**src/hdl/rhtt_pkg.sv**
```systemverilog
package rhtt_pkg;

  localparam logic [1:0] CMD_ADD    = 2'd0;
  localparam logic [1:0] CMD_REMOVE = 2'd1;
  localparam logic [1:0] CMD_LOOKUP = 2'd2;

  localparam logic [1:0] ST_DONE      = 2'd0;
  localparam logic [1:0] ST_FULL      = 2'd1;
  localparam logic [1:0] ST_NOT_FOUND = 2'd2;
  localparam logic [1:0] ST_NO_HIT    = 2'd3;

  localparam int ID_W    = 10;
  localparam int POS_W   = 12;
  localparam int SIZE_W  = 11;
  localparam int COUNT_W = 5;

  // One table row as stored in memory.
  typedef struct packed {
    logic [ID_W-1:0]   id;
    logic [SIZE_W-1:0] height;
    logic [SIZE_W-1:0] width;
    logic [POS_W-1:0]  top;
    logic [POS_W-1:0]  left;
  } entry_t;

endpackage

```
**src/hdl/rectangle_hit_test_table.sv**
```systemverilog
// Channel  Dir  tdata (low bit up)                                   tuser
// s_axis   in   region_id[9:0] pos_x[21:10] pos_y[33:22]             command[1:0]
//               rect_width[44:34] rect_height[55:45]
// m_axis   out  hit_id[9:0] entry_count[14:10] zero[15]              status[1:0]
//
// Add, unused codes and empty-table commands go from IDLE straight to FINISH.
// Lookup and remove scan the entry memory one row per cycle (one registered
// read port): lookup stops at the first hit, lowest row first, or after count
// rows; remove, on an id match, moves each later row down one place, then decrements count.
// rst is synchronous and clears count and the control state; the memory is
// not cleared. A stalled output holds the block in its final state until taken.
module rectangle_hit_test_table #(
  parameter int TABLE_DEPTH = 16
) (
  input  logic        clk,
  input  logic        rst,
  input  logic        s_axis_tvalid,
  output logic        s_axis_tready,
  input  logic [55:0] s_axis_tdata,   // region_id, pos_x, pos_y, rect_width, rect_height
  input  logic [1:0]  s_axis_tuser,   // command
  output logic        m_axis_tvalid,
  input  logic        m_axis_tready,
  output logic [15:0] m_axis_tdata,   // hit_id, entry_count, zero pad
  output logic [1:0]  m_axis_tuser    // status
);

  localparam int IW = (TABLE_DEPTH > 1) ? $clog2(TABLE_DEPTH) : 1;
  localparam int CW = $clog2(TABLE_DEPTH + 1);
  localparam logic [CW-1:0] DEPTH_C = CW'(TABLE_DEPTH);

  typedef enum logic [1:0] {IDLE, SCAN, SHIFT, FINISH} state_t;

  state_t state;

  logic [1:0]                  cmd;
  logic [rhtt_pkg::ID_W-1:0]   req_id;
  logic [rhtt_pkg::POS_W-1:0]  req_x;
  logic [rhtt_pkg::POS_W-1:0]  req_y;
  logic [CW-1:0]               count;
  logic [CW-1:0]               idx;
  logic [1:0]                  res_status;
  logic [rhtt_pkg::ID_W-1:0]   res_hit;

  logic [1:0]                  out_status;
  logic [rhtt_pkg::ID_W-1:0]   out_hit;
  logic [rhtt_pkg::COUNT_W-1:0] out_count;

  rhtt_pkg::entry_t mem [TABLE_DEPTH];
  rhtt_pkg::entry_t rd_data;
  rhtt_pkg::entry_t wr_data;
  logic [IW-1:0]    rd_addr;
  logic [IW-1:0]    wr_addr;
  logic             wr_en;

  logic [CW:0] idx_p1;
  logic [CW:0] idx_p2;
  logic        last_row;
  logic        hit;
  logic        id_match;
  logic        out_free;
  logic        s_accept;

  logic signed [rhtt_pkg::POS_W:0] px_ext;
  logic signed [rhtt_pkg::POS_W:0] py_ext;
  logic signed [rhtt_pkg::POS_W:0] left_ext;
  logic signed [rhtt_pkg::POS_W:0] top_ext;
  logic signed [rhtt_pkg::POS_W:0] right_ext;
  logic signed [rhtt_pkg::POS_W:0] bottom_ext;

  assign s_axis_tready = (state == IDLE);
  assign s_accept      = s_axis_tvalid && s_axis_tready;
  assign out_free      = !m_axis_tvalid || m_axis_tready;

  assign idx_p1   = {1'b0, idx} + (CW+1)'(1);
  assign idx_p2   = {1'b0, idx} + (CW+1)'(2);
  assign last_row = (idx_p1 >= {1'b0, count});

  // Open-interior containment, sums one bit wider than the edges.
  assign px_ext     = $signed({req_x[rhtt_pkg::POS_W-1], req_x});
  assign py_ext     = $signed({req_y[rhtt_pkg::POS_W-1], req_y});
  assign left_ext   = $signed({rd_data.left[rhtt_pkg::POS_W-1], rd_data.left});
  assign top_ext    = $signed({rd_data.top[rhtt_pkg::POS_W-1], rd_data.top});
  assign right_ext  = left_ext + $signed({2'b00, rd_data.width});
  assign bottom_ext = top_ext + $signed({2'b00, rd_data.height});
  assign hit = (px_ext > left_ext) && (px_ext < right_ext) &&
               (py_ext > top_ext) && (py_ext < bottom_ext);
  assign id_match = (rd_data.id == req_id);

  always_comb begin
    rd_addr = '0;
    wr_en   = 1'b0;
    wr_addr = count[IW-1:0];
    wr_data = rd_data;
    case (state)
      IDLE: begin
        if (s_accept && s_axis_tuser == rhtt_pkg::CMD_ADD && count < DEPTH_C) begin
          wr_en        = 1'b1;
          wr_data.id   = s_axis_tdata[9:0];
          wr_data.left = s_axis_tdata[21:10];
          wr_data.top  = s_axis_tdata[33:22];
          wr_data.width  = s_axis_tdata[44:34];
          wr_data.height = s_axis_tdata[55:45];
        end
      end
      SCAN: rd_addr = idx_p1[IW-1:0];
      SHIFT: begin
        // move row idx+1 down to idx while fetching idx+2
        rd_addr = idx_p2[IW-1:0];
        if (!last_row) begin
          wr_en   = 1'b1;
          wr_addr = idx[IW-1:0];
        end
      end
      default: rd_addr = '0;
    endcase
  end

  always_ff @(posedge clk) begin
    if (wr_en) begin
      mem[wr_addr] <= wr_data;
    end
    rd_data <= mem[rd_addr];
  end

  always_ff @(posedge clk) begin
    if (rst) begin
      state         <= IDLE;
      count         <= '0;
      idx           <= '0;
      m_axis_tvalid <= 1'b0;
    end else begin
      // FINISH loads the next result itself
      if (m_axis_tvalid && m_axis_tready && state != FINISH) begin
        m_axis_tvalid <= 1'b0;
      end
      case (state)
        IDLE: begin
          if (s_accept) begin
            cmd     <= s_axis_tuser;
            req_id  <= s_axis_tdata[9:0];
            req_x   <= s_axis_tdata[21:10];
            req_y   <= s_axis_tdata[33:22];
            idx     <= '0;
            res_hit <= '0;
            res_status <= rhtt_pkg::ST_DONE;
            state   <= FINISH;
            case (s_axis_tuser)
              rhtt_pkg::CMD_ADD: begin
                if (count >= DEPTH_C) begin
                  res_status <= rhtt_pkg::ST_FULL;
                end else begin
                  count <= count + CW'(1);
                end
              end
              rhtt_pkg::CMD_REMOVE: begin
                if (count == '0) begin
                  res_status <= rhtt_pkg::ST_NOT_FOUND;
                end else begin
                  state <= SCAN;
                end
              end
              rhtt_pkg::CMD_LOOKUP: begin
                if (count == '0) begin
                  res_status <= rhtt_pkg::ST_NO_HIT;
                end else begin
                  state <= SCAN;
                end
              end
              default: res_status <= rhtt_pkg::ST_DONE;
            endcase
          end
        end
        SCAN: begin
          if (cmd == rhtt_pkg::CMD_LOOKUP) begin
            if (hit) begin
              res_status <= rhtt_pkg::ST_DONE;
              res_hit    <= rd_data.id;
              state      <= FINISH;
            end else if (last_row) begin
              res_status <= rhtt_pkg::ST_NO_HIT;
              state      <= FINISH;
            end else begin
              idx <= idx_p1[CW-1:0];
            end
          end else begin
            if (id_match) begin
              state <= SHIFT;
            end else if (last_row) begin
              res_status <= rhtt_pkg::ST_NOT_FOUND;
              state      <= FINISH;
            end else begin
              idx <= idx_p1[CW-1:0];
            end
          end
        end
        SHIFT: begin
          if (last_row) begin
            count      <= count - CW'(1);
            res_status <= rhtt_pkg::ST_DONE;
            state      <= FINISH;
          end else begin
            idx <= idx_p1[CW-1:0];
          end
        end
        FINISH: begin
          if (out_free) begin
            m_axis_tvalid <= 1'b1;
            out_status    <= res_status;
            out_hit       <= res_hit;
            out_count     <= rhtt_pkg::COUNT_W'(count);
            state         <= IDLE;
          end
        end
        default: state <= IDLE;
      endcase
    end
  end

  assign m_axis_tdata = {1'b0, out_count, out_hit};
  assign m_axis_tuser = out_status;

endmodule

```
**config.mk**
```make
export PLATFORM = sky130hd
export DESIGN_NAME = rectangle_hit_test_table
export DESIGN_NICKNAME = d
export VERILOG_FILES = /design/src/hdl/rhtt_pkg.sv /design/src/hdl/rectangle_hit_test_table.sv
export SDC_FILE = /design/constraint.sdc
export NUM_CORES = 1
export LEC_CHECK = 0
export ABC_AREA = 1
export BUFFER_PORTS_ARGS = -buffer_cell sky130_fd_sc_hd__clkbuf_2
export CAP_MARGIN = 5
export CORE_ASPECT_RATIO = 0.75
export CORE_MARGIN = 2
export CORE_UTILIZATION = 56
export DETAILED_ROUTE_END_ITERATION = 12
export PLACE_DENSITY = 0.75
export SYNTH_ARGS = -nofsm -noshare
export SYNTH_HDL_FRONTEND = slang
export SYNTH_SLANG_ARGS = --single-unit
```
**constraint.sdc**
```tcl
create_clock -name clk -period 4.8 [get_ports clk]
set_input_delay 0.24 -clock clk [delete_from_list [all_inputs] [get_ports clk]]
set_output_delay 0.24 -clock clk [all_outputs]
set_load 0.01 [all_outputs]
```
Word level (Yosys, flattened, before mapping) --
Memory sizes are Yosys's and may differ from the RTL's. A register that Yosys moved wholly into a read port is not among the register bits. Index checks and enable logic that the tools add are counted.
Operators by class: $add $sub $neg 6, $lt $le $gt $ge 7, eq/ne operators 19, multiplexer cells 49, bitwise gates (word level) 1, reductions and logical operators 24
Operators with widths (count):
- two-way mux 56 bit | 2
- two-way mux 5 bit | 9
- two-way mux 2 bit | 17
- two-way mux 10 bit | 3
- adder 12 x 12 -> 13 bit | 2
- < comparator 12 x 13 -> 1 bit | 2
- greater-than comparator 12 bit | 2
- one-hot mux 10 bit (2 select lines) | 1
- one-hot mux 5 bit (3 select lines) | 1
- != test 2 bit, second input constant | 6
- != test 3 bit, second input constant | 4
- one-hot mux 2 bit (3 select lines) | 2
- equality test 10 bit | 1
- one-hot mux 5 bit (2 select lines) | 1
- AND reduction 5 bit | 2
- equality test 2 bit, second input constant | 4
- logical AND 1 bit | 8
- two-way mux 1 bit | 8
- two-way mux 4 bit | 2
- one-hot mux 2 bit (4 select lines) | 1
- one-hot mux 4 bit (2 select lines) | 1
- AND reduction 7 bit | 1
- adder 5 x 1 -> 6 bit, second input constant | 1
- greater-or-equal comparator 6 x 5 -> 1 bit | 1
- other kinds (19) | 24
Word-level totals: flip-flop bits (word level) 78, memory bits (writable) 896, input bits 62, output and inout port bits 20, memories 1
Memories:
- mem | words 16, width 56, rd ports 1, clocked after memory_dff 1, write ports 1, RTL line rectangle_hit_test_table.sv:48 | rhtt_pkg::entry_t mem [TABLE_DEPTH];

Depth between registers and ports, before layout --
depth in word-level cells 8, mapped depth 27

Worst setup path after synthesis --
OpenSTA, ideal clock, no wires.
kind flip-flop to flip-flop, start point reg idx[0], end point mem mem[11][0] in the netlist's numbering (enable), setup time 0.470 ns, arrival 4.613 ns, data required time 4.330 ns, path slack -0.283 ns, stages on the path, launching flop included 14, clock period less this slack 5.083 ns, cell sequence dfxtp_1 > ha_1 > nand3_1 > xor2_1 > inv_1 > ha_1 > o21ai_2 > or3_1 > nand3_2 > buf_6 > nor2_1 > a21oi_2 > nand3b_1 > nor2_1
Between the ends: cells in the longest elaborated chain, start to end 6, elaborated cells between the ends (all ways) 8, classes of those cells add/sub: 1; order compare: 1; mux: 6
Ends and longest elaborated chain:
- from (decl) | RTL line rectangle_hit_test_table.sv:40 | logic [CW-1:0] idx;
- from (signal assigned) | RTL line rectangle_hit_test_table.sv:183 | idx <= idx_p1[CW-1:0];
- from (signal assigned) | RTL line rectangle_hit_test_table.sv:192 | idx <= idx_p1[CW-1:0];
- from (signal assigned) | RTL line rectangle_hit_test_table.sv:202 | idx <= idx_p1[CW-1:0];
- adder 5 x 1 -> 6 bit | RTL line rectangle_hit_test_table.sv:74 | assign idx_p1 = {1'b0, idx} + (CW+1)'(1);
- greater-or-equal comparator 6 x 5 -> 1 bit | RTL line rectangle_hit_test_table.sv:76 | assign last_row = (idx_p1 >= {1'b0, count});
- two-way mux 1 bit | RTL line rectangle_hit_test_table.sv:109 | if (!last_row) begin
- one-hot mux 1 bit (2 select lines) | RTL line rectangle_hit_test_table.sv:94 | case (state)
- two-way mux 1 bit | RTL line rectangle_hit_test_table.sv:119 | if (wr_en) begin
- two-way mux 1 bit (implied by the code) | RTL line rectangle_hit_test_table.sv:120 | mem[wr_addr] <= wr_data;
- to (decl) | RTL line rectangle_hit_test_table.sv:48
Several ways; a longest one is shown, not always the timed one.

Worst setup path after layout --
start point reg left_ext[0] (netlist name), end point reg res_hit[3] in the netlist's numbering (enable)
Between the ends: cells in the longest elaborated chain, start to end 7, elaborated cells between the ends (all ways) 8, classes of those cells add/sub: 1; order compare: 2; eq/ne: 1; reduce/logical: 4
Ends and longest elaborated chain:
- adder 12 x 12 -> 13 bit | RTL line rectangle_hit_test_table.sv:83 | assign right_ext = left_ext + $signed({2'b00, rd_data.width});
- < comparator 12 x 13 -> 1 bit | RTL line rectangle_hit_test_table.sv:85 | assign hit = (px_ext > left_ext) && (px_ext < right_ext) &&
- logical AND 1 bit * (2 in series) | RTL line rectangle_hit_test_table.sv:85
- logical AND 1 bit * | RTL line rectangle_hit_test_table.sv:86 | (py_ext > top_ext) && (py_ext < bottom_ext);
- != test 2 bit (no source line) *
- AND reduction 5 bit (no source line) *
- to (signal assigned) | RTL line rectangle_hit_test_table.sv:177 | res_hit <= rd_data.id;
- to (decl) | RTL line rectangle_hit_test_table.sv:42 | logic [rhtt_pkg::ID_W-1:0] res_hit;
Mark *: on every way between the ends. The rest lies on a longest branch, timed or not. A chain may end at the register's enable or synchronous reset.

==> reports/qor.txt <==
count leader, synth = edfxtp_1
M2 GR Usage = 42.7%
Post-DRT Antenna Nets = 0
final std cells w/o fill = 4413
crit path kind = reg2reg
internal power = 0.0191 W
Worst slew margin = 20.3%
VDD IR max = 0.455 mV
Switching Fraction = 36.4%
sequential share of the synthesized area = 71.9%
RSZ-0062 raised after global routing = false
worst-case reg-to-reg path depth = 26
Async S/R FF share, synth = 0%
worst r2r src = left_ext[0]
core footprint = 73900 sq um
final worst-path cycle share = 91.2%
max cap viols = 0
placed cells = 4200
most used routing layer = met2
Flop pwr share = 41.1%
TritonRoute pass-1 iters = 6
status = completed
CP Buf/Inv Count = 3
clock network fraction of total power = 24.3%
largest net degree at the start of global routing = 186
complex-gate fraction of the synthesized area = 12.4%
CTS Buf Count = 92
largest family of logic cells by synthesized area = compound AO/OA/AOI/OAI gates
Congestion Overflow GR = 0
critical path required time = 5.16 ns
number of synthesized flops with an enable pin = 961
wire per inst = 24.4 um
Layout Nets = 3517
crit path DAT = 4.74 ns
clock tree from TritonCTS = yes
Die Span Y = 241 um
total power = 0.0300 W
M1 GR Usage = 40.7%
setup TNS = 0 ns
Die Span X = 320 um
Clock Skew = 0.0198 ns
slowest library cell on the worst path = fa_1
gpl congestion = 0.858
Filler cells = 5246
Mapped Area = 42100 sq um
DR iter-0 viols = 3727
Worst Path Max Fanout = 10
design area = 47200 sq um
static leakage = 16.1 nW
CP startpoint kind = flip-flop
distinct cell type count after synthesis = 54
Buffers on Ports = 80
Slew Limit Fails = 0
global routing usage on met3 = 5.17%
worst r2r dst = res_hit[3]
die area = 77300 sq um
simple-gate share of the synthesized area = 8.34%
Skew-Pair Late Insertion Delay = 0.66 ns
number of remaining DRC errors = 0
antenna violations before repair = 4
Hold Path Stages = 4
initial core utilization = 56.9%
slowest cell delay on critical path = 0.39 ns
Most used DFF post-synth = edfxtp_1
number of synthesized register bits = 1030
final setup fails = 0
Clock Root Buffer = clkbuf_16
area post-placement = 43900 sq um
worst hold endpoint = state[1]
Post-Synth Adder-Cell Area = 2.76%
sw power = 0.0109 W
critical path endpoint category = flip-flop
Ys Warns = 0
first-pass GRT wire length = 161000 um
CP top delay family = simple AND/OR/NAND/NOR gates
vias per cell = 6.23
Hold Fails Final Rpt = 0
Worst Hold Launch = s_axis_tvalid
clk buf depth = 3
layout cells sized above 1 = 10.2%
crit-path most repeated cell = nand2_1
Post-Syn Instances = 3286
mux contribution to synthesized area = 0.723%
FP Rows = 86
I/O pin count = 82
syn_nets = 3439
Synth area leader = edfxtp_1
logic gate share of total power = 34.6%
synth-to-layout area growth = 12.3%
clk sink count = 1030
f_max = 0.228 GHz
Synth area leaders = edfxtp_1 (69%), o21ai_0 (6.0%), nor2_1 (5.4%)
Hold WC Path Type = in2reg
H-tree Lvls = 3
min Tclk post-route = 4.38 ns
pwr/cell area = 636 nW/um^2
post-layout util = 63.9%
Worst-path clk slew = 0.06 ns
synthesized area per cell = 12.8 sq um
final wirelength = 108000 um
Tot GR Track Use = 27.7%
Synth Area in XOR/XNOR = 0.562%
most frequent cells after synthesis = edfxtp_1 (961), nor2_1 (601), o21ai_0 (508), nand2_1 (177), inv_1 (123)
flop2flop setup slack = 0.42 ns
post-DP HPWL = 56500 um
top-area cell type share of the netlist area = 68.6%
vias in the first global route = 25600
Vias = 27500
Worst Tran Pin Value = 1.20 ns
flip-flops by register name, summed over array words and instances (netlist names), 5 cells and up:
signal	count
mem	896
rd_data	44
left_ext	12
req_x	12
req_y	12
out_hit	10
req_id	10
res_hit	10
count	5
idx	5
out_count	5
worst max-delay path by stage:
stage	from	endpoint	slack, ns	depth (start not counted)
floorplan	idx[0]	mem[11][0]	-0.28	13
global placement	left_ext[0]	res_hit[1]	0.44	26
detailed placement	left_ext[0]	res_hit[2]	0.36	26
CTS	left_ext[0]	res_hit[0]	0.34	26
global route	left_ext[0]	res_hit[3]	0.02	26
finish	left_ext[0]	res_hit[3]	0.42	26
power groups by stage:
stage                     clock network, W  logic (W)  registers, W
after CTS                          0.00732     0.0102        0.0123
after detailed placement                 0     0.0101        0.0125
after global routing               0.00769     0.0115        0.0124
final                              0.00729     0.0104        0.0123
after floorplan                          0    0.00707        0.0124
after global placement                   0    0.00986        0.0125
kinds of logic after synthesis:
logic type                 after synthesis
and+or+nand+nor                        882
AOI/OAI and AO/OA                      902
buffers and inverters                  326
adders and majority gates               91
muxes                                   27
xor gates and xnor gates                27
DFF                                   1030
other                                    1
final cells by class:
type / instances / area [sq um] / area share, %
Sequential cell: 1030 / 30200 / 64.0
Multi-Input combinational cell: 1930 / 10600 / 22.5
Clock buffer: 129 / 2610 / 5.52
Timing Repair Buffer: 182 / 1700 / 3.60
Tap cell: 968 / 1210 / 2.56
Inverter: 128 / 495 / 1.05
Clock inverter: 44 / 364 / 0.771
Antenna cell: 2 / 5.00 / 0.0106
tightest hold or removal path: stages:
cell and delay, ns:
clkbuf_2 0.13, o22ai_1 0.15, nand2_1 0.10, a21oi_1 0.06
cell usage in the layout, fill, tap and decap left out, types with 12 or more instances in the layout:
cell	instances
o211ai_1	19
clkbuf_16	95
nor2_1	583
clkbuf_2	80
o21ai_1	56
nand3_1	70
nor2_4	18
o22ai_1	120
o221ai_1	101
nand2_1	177
buf_4	29
a21oi_1	73
dlygate4sd3_1	38
buf_12	35
dfxtp_1	69
mux2_2	27
ha_1	88
o21ai_0	508
clkbuf_1	24
clkinv_1	18
clkinv_2	12
xor2_1	19
edfxtp_1	961
inv_1	122
what timing repair did:
item / CTS / global route
setup endpoints to repair: 0 / 10
hold endpoints to repair: 38 / 0
resized for setup: 0 / 2
hold buffers: 38 / 0
setup buffers: 0 / 0
through the flow:
| step | setup slack (ns) | hold WS (ns) |
|---|---|---|
| final | 0.422 | 0.0688 |
| after global routing | 0.0250 | 0.0652 |
| after CTS | 0.339 | 0.0193 |
| after detailed placement | 0.361 | 0.405 |
| after global placement | 0.441 | 0.409 |
| after floorplan | -0.283 | 0.309 |
routing by layer:
layer	up-vias	routed length, um
met4	0	2820
met5	-	0
met1	13500	44900
met3	213	11200
li1	12300	-
met2	1553	48700
Power figures use the tool's default switching activity.
